## src/rtl/urbe_pkg.sv

```systemverilog
// Shared types, constants and request codes of the UART ring buffer engine.
`timescale 1ns / 1ps
`default_nettype none
package urbe_pkg;

	localparam int RING_DEPTH_DEF   = 256;
	localparam int COUNTER_BITS_DEF = 16;

	localparam int REQ_W       = 2;
	localparam int BYTE_W      = 8;
	localparam int FILL_W      = 8;
	localparam int CNT_OUT_W   = 16;
	localparam int IN_TDATA_W  = 16;
	localparam int OUT_TDATA_W = 96;

	localparam logic [REQ_W-1:0] REQ_WRITE = 2'd0;
	localparam logic [REQ_W-1:0] REQ_READ  = 2'd1;
	localparam logic [REQ_W-1:0] REQ_EVENT = 2'd2;

	typedef struct packed {
		logic capture;
		logic exec;
		logic load_out;
	} ctrl_cmd_t;

	typedef struct packed {
		logic out_busy;
	} dp_status_t;

endpackage
`default_nettype wire

```

## src/rtl/urbe_ctrl.sv

```systemverilog
// Controller state machine that sequences capture, ring update and result load.
`timescale 1ns / 1ps
`default_nettype none
module urbe_ctrl (
	input  wire                    clk,
	input  wire                    arst_n,
	input  wire                    s_tvalid,
	output logic                   s_tready,
	input  urbe_pkg::dp_status_t   status,
	output urbe_pkg::ctrl_cmd_t    cmd
);
	import urbe_pkg::*;

	typedef enum logic [2:0] {
		ST_IDLE   = 3'b001,
		ST_EXEC   = 3'b010,
		ST_FINISH = 3'b100
	} state_t;

	state_t state_q;
	state_t state_d;

	always_comb begin
		state_d      = state_q;
		s_tready     = 1'b0;
		cmd.capture  = 1'b0;
		cmd.exec     = 1'b0;
		cmd.load_out = 1'b0;
		unique case (state_q)
			ST_IDLE: begin
				s_tready    = 1'b1;
				cmd.capture = s_tvalid;
				if (s_tvalid) begin
					state_d = ST_EXEC;
				end
			end
			ST_EXEC: begin
				cmd.exec = 1'b1;
				state_d  = ST_FINISH;
			end
			ST_FINISH: begin
				if (!status.out_busy) begin
					cmd.load_out = 1'b1;
					state_d      = ST_IDLE;
				end
			end
			default: begin
				state_d = ST_IDLE;
			end
		endcase
	end

	always_ff @(posedge clk or negedge arst_n) begin
		if (!arst_n) begin
			state_q <= ST_IDLE;
		end else begin
			state_q <= state_d;
		end
	end

`ifndef SYNTHESIS
	a_accept_then_exec: assert property (@(posedge clk) disable iff (!arst_n)
		(s_tvalid && s_tready) |=> cmd.exec)
		else $error("Accepted transaction was not followed by a ring update.");

	a_exec_then_finish: assert property (@(posedge clk) disable iff (!arst_n)
		cmd.exec |=> (state_q == ST_FINISH))
		else $error("Ring update was not followed by the result stage.");

	a_load_then_idle: assert property (@(posedge clk) disable iff (!arst_n)
		cmd.load_out |=> s_tready)
		else $error("Controller did not return to idle after loading a result.");
`endif

endmodule
`default_nettype wire

```

## src/rtl/urbe_datapath.sv

```systemverilog
// Datapath with both ring memories, their pointers, error counters and the result register.
`timescale 1ns / 1ps
`default_nettype none
module urbe_datapath #(
	parameter int RING_DEPTH   = urbe_pkg::RING_DEPTH_DEF,
	parameter int COUNTER_BITS = urbe_pkg::COUNTER_BITS_DEF
) (
	input  wire                                clk,
	input  wire                                arst_n,
	input  urbe_pkg::ctrl_cmd_t                cmd,
	output urbe_pkg::dp_status_t               status,
	input  wire [urbe_pkg::IN_TDATA_W-1:0]     s_tdata,
	input  wire [urbe_pkg::REQ_W-1:0]          s_tuser,
	output logic                               m_tvalid,
	input  wire                                m_tready,
	output logic [urbe_pkg::OUT_TDATA_W-1:0]   m_tdata
);
	import urbe_pkg::*;

	localparam int PTR_W  = $clog2(RING_DEPTH);
	localparam int DIFF_W = PTR_W + 1;
	localparam int FW     = (DIFF_W > FILL_W) ? DIFF_W : FILL_W;
	localparam int CNT_OW = (COUNTER_BITS > CNT_OUT_W) ? COUNTER_BITS : CNT_OUT_W;

	function automatic logic [PTR_W-1:0] ring_next(input logic [PTR_W-1:0] p);
		return (p == PTR_W'(RING_DEPTH - 1)) ? '0 : p + 1'b1;
	endfunction

	function automatic logic [CNT_OUT_W-1:0] cnt_low(input logic [COUNTER_BITS-1:0] c);
		logic [CNT_OW-1:0] w;
		w = CNT_OW'(c);
		return w[CNT_OUT_W-1:0];
	endfunction

	logic [REQ_W-1:0]  req_q;
	logic [BYTE_W-1:0] byte_q;
	logic              ovr_q;
	logic              frm_q;
	logic              nse_q;
	logic              rx_rdy_q;
	logic              tx_rdy_q;

	logic [BYTE_W-1:0] tx_mem [RING_DEPTH];
	logic [BYTE_W-1:0] rx_mem [RING_DEPTH];
	logic [BYTE_W-1:0] tx_rdata_q;
	logic [BYTE_W-1:0] rx_rdata_q;

	logic [PTR_W-1:0] tx_wr_q;
	logic [PTR_W-1:0] tx_rd_q;
	logic [PTR_W-1:0] rx_wr_q;
	logic [PTR_W-1:0] rx_rd_q;
	logic             irq_en_q;

	logic [COUNTER_BITS-1:0] ovr_cnt_q;
	logic [COUNTER_BITS-1:0] frm_cnt_q;
	logic [COUNTER_BITS-1:0] nse_cnt_q;
	logic [COUNTER_BITS-1:0] drp_cnt_q;

	logic rd_valid_q;
	logic wr_ok_q;
	logic tx_valid_q;

	logic             is_write;
	logic             is_read;
	logic             is_event;
	logic [PTR_W-1:0] tx_wr_next;
	logic [PTR_W-1:0] tx_rd_next;
	logic [PTR_W-1:0] rx_wr_next;
	logic [PTR_W-1:0] rx_rd_next;
	logic             tx_has_room;
	logic             tx_nonempty;
	logic             rx_has_room;
	logic             rx_nonempty;
	logic             tx_we;
	logic             tx_re;
	logic             rx_we;
	logic             rx_re;
	logic             rx_drop;
	logic             tx_service;
	logic             tx_empty_after;

	logic [DIFF_W-1:0] fill_diff;
	logic [FW-1:0]     fill_wide;
	logic [FILL_W-1:0] fill_sat;

	logic                   m_tvalid_q;
	logic [OUT_TDATA_W-1:0] m_tdata_q;
	logic [OUT_TDATA_W-1:0] result;

	always_ff @(posedge clk) begin
		if (cmd.capture) begin
			req_q    <= s_tuser;
			byte_q   <= s_tdata[7:0];
			ovr_q    <= s_tdata[8];
			frm_q    <= s_tdata[9];
			nse_q    <= s_tdata[10];
			rx_rdy_q <= s_tdata[11];
			tx_rdy_q <= s_tdata[12];
		end
	end

	always_comb begin
		is_write       = cmd.exec && (req_q == REQ_WRITE);
		is_read        = cmd.exec && (req_q == REQ_READ);
		is_event       = cmd.exec && (req_q == REQ_EVENT);
		tx_wr_next     = ring_next(tx_wr_q);
		tx_rd_next     = ring_next(tx_rd_q);
		rx_wr_next     = ring_next(rx_wr_q);
		rx_rd_next     = ring_next(rx_rd_q);
		tx_has_room    = (tx_wr_next != tx_rd_q);
		tx_nonempty    = (tx_wr_q != tx_rd_q);
		rx_has_room    = (rx_wr_next != rx_rd_q);
		rx_nonempty    = (rx_wr_q != rx_rd_q);
		tx_we          = is_write && tx_has_room;
		rx_re          = is_read && rx_nonempty;
		rx_we          = is_event && rx_rdy_q && rx_has_room;
		rx_drop        = is_event && rx_rdy_q && !rx_has_room;
		tx_service     = is_event && tx_rdy_q && irq_en_q;
		tx_re          = tx_service && tx_nonempty;
		tx_empty_after = tx_nonempty ? (tx_rd_next == tx_wr_q) : 1'b1;
	end

	always_ff @(posedge clk) begin
		if (tx_we) begin
			tx_mem[tx_wr_q] <= byte_q;
		end
		if (tx_re) begin
			tx_rdata_q <= tx_mem[tx_rd_q];
		end
	end

	always_ff @(posedge clk) begin
		if (rx_we) begin
			rx_mem[rx_wr_q] <= byte_q;
		end
		if (rx_re) begin
			rx_rdata_q <= rx_mem[rx_rd_q];
		end
	end

	always_ff @(posedge clk or negedge arst_n) begin
		if (!arst_n) begin
			tx_wr_q    <= '0;
			tx_rd_q    <= '0;
			rx_wr_q    <= '0;
			rx_rd_q    <= '0;
			irq_en_q   <= 1'b0;
			ovr_cnt_q  <= '0;
			frm_cnt_q  <= '0;
			nse_cnt_q  <= '0;
			drp_cnt_q  <= '0;
			rd_valid_q <= 1'b0;
			wr_ok_q    <= 1'b0;
			tx_valid_q <= 1'b0;
		end else if (cmd.exec) begin
			rd_valid_q <= rx_re;
			wr_ok_q    <= tx_we;
			tx_valid_q <= tx_re;
			if (tx_we) begin
				tx_wr_q  <= tx_wr_next;
				irq_en_q <= 1'b1;
			end
			if (rx_re) begin
				rx_rd_q <= rx_rd_next;
			end
			if (rx_we) begin
				rx_wr_q <= rx_wr_next;
			end
			if (tx_re) begin
				tx_rd_q <= tx_rd_next;
			end
			if (tx_service && tx_empty_after) begin
				irq_en_q <= 1'b0;
			end
			if (is_event && ovr_q) begin
				ovr_cnt_q <= ovr_cnt_q + 1'b1;
			end
			if (is_event && frm_q) begin
				frm_cnt_q <= frm_cnt_q + 1'b1;
			end
			if (is_event && nse_q) begin
				nse_cnt_q <= nse_cnt_q + 1'b1;
			end
			if (rx_drop) begin
				drp_cnt_q <= drp_cnt_q + 1'b1;
			end
		end
	end

	always_comb begin
		if (rx_wr_q >= rx_rd_q) begin
			fill_diff = {1'b0, rx_wr_q} - {1'b0, rx_rd_q};
		end else begin
			fill_diff = DIFF_W'(RING_DEPTH) + {1'b0, rx_wr_q} - {1'b0, rx_rd_q};
		end
		fill_wide = FW'(fill_diff);
		fill_sat  = (fill_wide > FW'(255)) ? 8'hFF : fill_wide[FILL_W-1:0];
	end

	always_comb begin
		result          = '0;
		result[7:0]     = rd_valid_q ? rx_rdata_q : 8'h00;
		result[8]       = rd_valid_q;
		result[9]       = wr_ok_q;
		result[17:10]   = tx_valid_q ? tx_rdata_q : 8'h00;
		result[18]      = tx_valid_q;
		result[19]      = irq_en_q;
		result[27:20]   = fill_sat;
		result[28]      = (tx_wr_q == tx_rd_q);
		result[44:29]   = cnt_low(ovr_cnt_q);
		result[60:45]   = cnt_low(frm_cnt_q);
		result[76:61]   = cnt_low(nse_cnt_q);
		result[92:77]   = cnt_low(drp_cnt_q);
	end

	always_ff @(posedge clk or negedge arst_n) begin
		if (!arst_n) begin
			m_tvalid_q <= 1'b0;
		end else if (cmd.load_out) begin
			m_tvalid_q <= 1'b1;
		end else if (m_tready) begin
			m_tvalid_q <= 1'b0;
		end
	end

	always_ff @(posedge clk) begin
		if (cmd.load_out) begin
			m_tdata_q <= result;
		end
	end

	assign status.out_busy = m_tvalid_q && !m_tready;
	assign m_tvalid        = m_tvalid_q;
	assign m_tdata         = m_tdata_q;

`ifndef SYNTHESIS
	a_load_shows_result: assert property (@(posedge clk) disable iff (!arst_n)
		cmd.load_out |=> m_tvalid)
		else $error("Loaded result is not presented on the output.");

	a_ptr_range: assert property (@(posedge clk) disable iff (!arst_n)
		(32'(tx_wr_q) < RING_DEPTH) && (32'(tx_rd_q) < RING_DEPTH) &&
		(32'(rx_wr_q) < RING_DEPTH) && (32'(rx_rd_q) < RING_DEPTH))
		else $error("Ring pointer left the ring.");

	a_write_fills_tx: assert property (@(posedge clk) disable iff (!arst_n)
		tx_we |=> (tx_wr_q != tx_rd_q) && irq_en_q)
		else $error("Stored transmit byte left the transmit ring empty or disarmed.");
`endif

endmodule
`default_nettype wire

```

## src/rtl/uart_ring_buffer_engine.sv

```systemverilog
// Top level of the UART ring buffer engine: controller and datapath.
`timescale 1ns / 1ps
`default_nettype none
// Each transaction on the input stream is captured, then the rings, pointers and counters are
// updated while the ring memory is read, and then the registered result is loaded into the
// output register. The single read port of each ring memory and its registered read data
// set this sequence of steps. The output register holds a finished result
// while the next transaction is captured and processed; the block only waits when a second
// result is ready before the first has been taken. Both rings keep one slot free, so each
// holds RING_DEPTH-1 bytes. No clearing pass is needed after reset.
module uart_ring_buffer_engine #(
	parameter int RING_DEPTH   = urbe_pkg::RING_DEPTH_DEF,
	parameter int COUNTER_BITS = urbe_pkg::COUNTER_BITS_DEF
) (
	input  wire                               clk,
	input  wire                               arst_n,
	input  wire                               s_tvalid,
	output logic                              s_tready,
	// data_byte[7:0], overrun_flag[8], framing_flag[9], noise_flag[10], rx_ready[11],
	// tx_ready[12], zero fill[15:13].
	input  wire [urbe_pkg::IN_TDATA_W-1:0]    s_tdata,
	// req_type[1:0].
	input  wire [urbe_pkg::REQ_W-1:0]         s_tuser,
	output logic                              m_tvalid,
	input  wire                               m_tready,
	// read_data[7:0], read_valid[8], write_accepted[9], line_tx_byte[17:10],
	// line_tx_valid[18], tx_irq_enabled[19], rx_fill[27:20], tx_empty[28],
	// overrun_count[44:29], framing_count[60:45], noise_count[76:61],
	// dropped_count[92:77], zero fill[95:93].
	output logic [urbe_pkg::OUT_TDATA_W-1:0]  m_tdata
);
	import urbe_pkg::*;

	ctrl_cmd_t  cmd;
	dp_status_t status;

	urbe_ctrl u_ctrl (
		.clk      (clk),
		.arst_n   (arst_n),
		.s_tvalid (s_tvalid),
		.s_tready (s_tready),
		.status   (status),
		.cmd      (cmd)
	);

	urbe_datapath #(
		.RING_DEPTH   (RING_DEPTH),
		.COUNTER_BITS (COUNTER_BITS)
	) u_datapath (
		.clk      (clk),
		.arst_n   (arst_n),
		.cmd      (cmd),
		.status   (status),
		.s_tdata  (s_tdata),
		.s_tuser  (s_tuser),
		.m_tvalid (m_tvalid),
		.m_tready (m_tready),
		.m_tdata  (m_tdata)
	);

endmodule
`default_nettype wire
```

## config.mk

```make
export PLATFORM = sky130hd
export DESIGN_NAME = uart_ring_buffer_engine
export DESIGN_NICKNAME = d
export VERILOG_FILES = /design/src/rtl/urbe_pkg.sv /design/src/rtl/urbe_ctrl.sv /design/src/rtl/urbe_datapath.sv /design/src/rtl/uart_ring_buffer_engine.sv
export SDC_FILE = /design/constraint.sdc
export NUM_CORES = 2
export LEC_CHECK = 0
export BUFFER_PORTS_ARGS = -buffer_cell sky130_fd_sc_hd__buf_2
export CAP_MARGIN = 10
export CORE_UTILIZATION = 40
export CTS_CLUSTER_DIAMETER = 100
export DETAILED_ROUTE_END_ITERATION = 7
export MAX_ROUTING_LAYER = met4
export SLEW_MARGIN = 20
export SYNTH_ARGS = -nofsm -noshare
export SYNTH_HDL_FRONTEND = slang
export SYNTH_HIERARCHICAL = 1
export SYNTH_SLANG_ARGS = --single-unit
```

## constraint.sdc

```tcl
create_clock -name clk -period 32.7 [get_ports clk]
set_input_delay 6.54 -clock clk [delete_from_list [all_inputs] [get_ports clk]]
set_output_delay 6.54 -clock clk [all_outputs]
set_load 0.01 [all_outputs]
```

==> out/results.txt <==
status: finished, final reports clean
Synth Instances: 8,264
Final Cycle Share: 0.259
largest net degree at the start of global routing: 206
post-synthesis sequential area ratio: 0.768
Post-CTS Setup Bufs: 0
flop-to-flop setup slack: 25.89 ns
DRC violations left: 0
width of the die: 651 µm
clock tree buffer depth: 4
Reg2Reg Depth: 10
synthesized area per cell: 20.4 µm²
Yosys reg bits: 4,324
GRT overflow: 0
IO Port Bufs: 113
PostCTS Resize Cnt: 0
Fill cells: 34.7k
CTS root buffer: clkbuf_16
HP Class: reg -> reg
CTS tree: yes
wire per inst: 31.0 µm
first-pass GRT wire length: 629,000 µm
maximum vdd ir drop: 0.0000510 V
vias after detailed routing: 84.5k
Placer Congestion: 0.845
Synth top area share: 0.753
Initial Util: 0.403
final setup vio count: 0
Hold Worst Slack: 0.475 ns
RSZ-0062 raised after global routing: no
Ports: 120
TritonCTS buffer count: 423
Max-cap violations: 0
post-route ant nets: 0
final hold violations: 0
final core utilization: 0.452
Worst setup SP type: flop
arrival time worst endpoint: 1.93 ns
final wirelength: 445,000 µm
Pins Over Slew Limit: 0
commonest non-fill, non-tap cells in the layout: edfxtp_1, mux4_2, nor2_1
Fin Setup TNS: 0 ns
Tmin final: 8.47 ns
Worst slew margin: 0.213
area leader, netlist: edfxtp_1
ys flop type: edfxtp_1
Crit Path Max Fanout: 6
leakage power total: 56.9 nW
placed cells: 13.6k
Worst Hold Path Cells: 1
initial DRC count: 9,799
H-tree levels: 5
Max Fclk: 118 MHz
Final nets: 8,553
clk sinks: 4,324
post-DP HPWL: 261,000 µm
Layout Skew: 0.0702 ns
vias in the first global route: 84.4k
Layout area overhead: 12.3%
drt pass-1 iters: 5
worst skew pair latency: 1.00 ns
synth top area cells: edfxtp_1, mux4_2, mux2i_1
layout cell share with drive strength beyond 1: 0.216
die height: 651 µm
CP Class: reg -> out
Design Area, Final: 189,000 µm²
FP Rows: 237
Req. time, crit path: 26.16 ns
Power Dens Cells: 67.6 nW/µm²
fin cells: 14.4k
initial antenna violation count: 17
Placed Instance Area: 175,000 µm²
Synth Cell Area: 168,000 µm²
Reg clk slew, reported paths: 0.06 ns
GRT Resource Usage Total: 0.211
CP Capture Type: output port
Post-synth EDFFs: 4,220
ys async rst share: 0.0241
Worst-Margin Slew: 1.17 ns
vias per cell: 5.88
commonest non-fill, non-tap cell in the layout: edfxtp_1
Netlist cell types: 90
Core ar.: 418,000 µm²
Die ar.: 423,000 µm²
Ys Warns: 6
Hold-fix buffers, CTS: 0
area by class of cell:
cell class / instances / area [µm²] / share of cell area
Sequential cell: 4324 / 129000 / 0.685
Multi-Input combinational cell: 3392 / 36300 / 0.192
Clock buffer: 514 / 11100 / 0.0587
Tap cell: 5497 / 6880 / 0.0364
Clock inverter: 265 / 2710 / 0.0144
Timing Repair Buffer: 332 / 2480 / 0.0131
Inverter: 35 / 135 / 0.000715
Antenna cell: 9 / 22.5 / 0.000119
through the flow:
stage | power [mW] | setup slack (ns)
2_1_floorplan | 7.69 | 15.64
3_3_place_gp | 8.00 | 24.21
3_5_place_dp | 8.04 | 24.08
4_1_cts | 12.9 | 24.14
5_1_grt | 13.1 | 24.11
6_report | 12.8 | 24.23
sequential cells by signal (all words and copies together) (netlist names), 2 cells and up:
name / flops
u_ctrl/state_q: 3
u_datapath/byte_q: 8
u_datapath/drp_cnt_q: 16
u_datapath/frm_cnt_q: 16
u_datapath/m_tdata: 93
u_datapath/nse_cnt_q: 16
u_datapath/ovr_cnt_q: 16
u_datapath/req_q: 2
u_datapath/rx_mem: 2048
u_datapath/rx_rd_q: 8
u_datapath/rx_rdata_q: 8
u_datapath/rx_wr_q: 8
u_datapath/tx_mem: 2048
u_datapath/tx_rd_q: 8
u_datapath/tx_rdata_q: 8
u_datapath/tx_wr_q: 8
Yosys cell counts (all sizes together) (19+ instances only):
| library cell | n |
|---|---|
| clkbuf | 198 |
| inv | 32 |
| a211oi | 35 |
| a22oi | 137 |
| nand2 | 199 |
| o21ai | 102 |
| a22o | 52 |
| mux2i | 388 |
| edfxtp | 4220 |
| nor2 | 583 |
| and3 | 23 |
| a221oi | 135 |
| nand3 | 96 |
| mux4 | 867 |
| buf | 317 |
| or4 | 19 |
| xor2 | 40 |
| nor3 | 59 |
| nand4 | 29 |
| o221ai | 64 |
| xnor2 | 62 |
| o22ai | 74 |
| dfrtp | 103 |
| and2 | 30 |
| ha | 22 |
| nor2b | 21 |
| a21oi | 139 |
critical path, cell delays in order (launching register included):
cell and delay (ns):
dfstp_2 0.58, nor3b_1 0.21, buf_2 0.17
worst paths after layout:
kind / start / end
max: u_ctrl/state_q[0]$_DFFE_PN1P_ / s_tready
max in group asynchronous: arst_n / u_datapath/rx_rd_q[0]$_DFFE_PN0P_
max reg2reg: u_datapath/tx_rd_q[0]$_DFFE_PN0P_ / u_datapath/tx_rdata_q[2]$_DFFE_PP_
min in group asynchronous: arst_n / u_datapath/nse_cnt_q[7]$_DFFE_PN0P_
min reg2reg: u_datapath/ovr_cnt_q[15]$_DFFE_PN0P_ / u_datapath/ovr_cnt_q[15]$_DFFE_PN0P_
min: u_datapath/ovr_cnt_q[15]$_DFFE_PN0P_ / u_datapath/ovr_cnt_q[15]$_DFFE_PN0P_
where the power goes:
| part | leakage, nW | switching [mW] | internal [mW] |
|---|---|---|---|
| Combinational | 10.9 | 0.917 | 0.570 |
| Clock | 6.73 | 2.08 | 2.79 |
| Sequential | 39.3 | 0.0481 | 6.37 |
kinds of logic (layout without fill, tap and decap cells):
logic type,count (synthesis),after routing,share of synthesized area
AOI/OAI and AO/OA,859,859,0.0367
xor gates and xnor gates,102,102,0.00531
adders and majority gates,23,23,0.00175
buffers and inverters,550,1146,0.0173
DFF,4324,4324,0.768
muxes,1269,1269,0.140
other,1,12,0.0000223
and+or+nand+nor,1136,1136,0.0305
metal layers:
layer  GRT usage  share of wire
met1       0.273           0.39
met2       0.345           0.50
met3      0.0294          0.073
met4      0.0715          0.037
met5           -              0
Power figures use the tool's default switching activity.
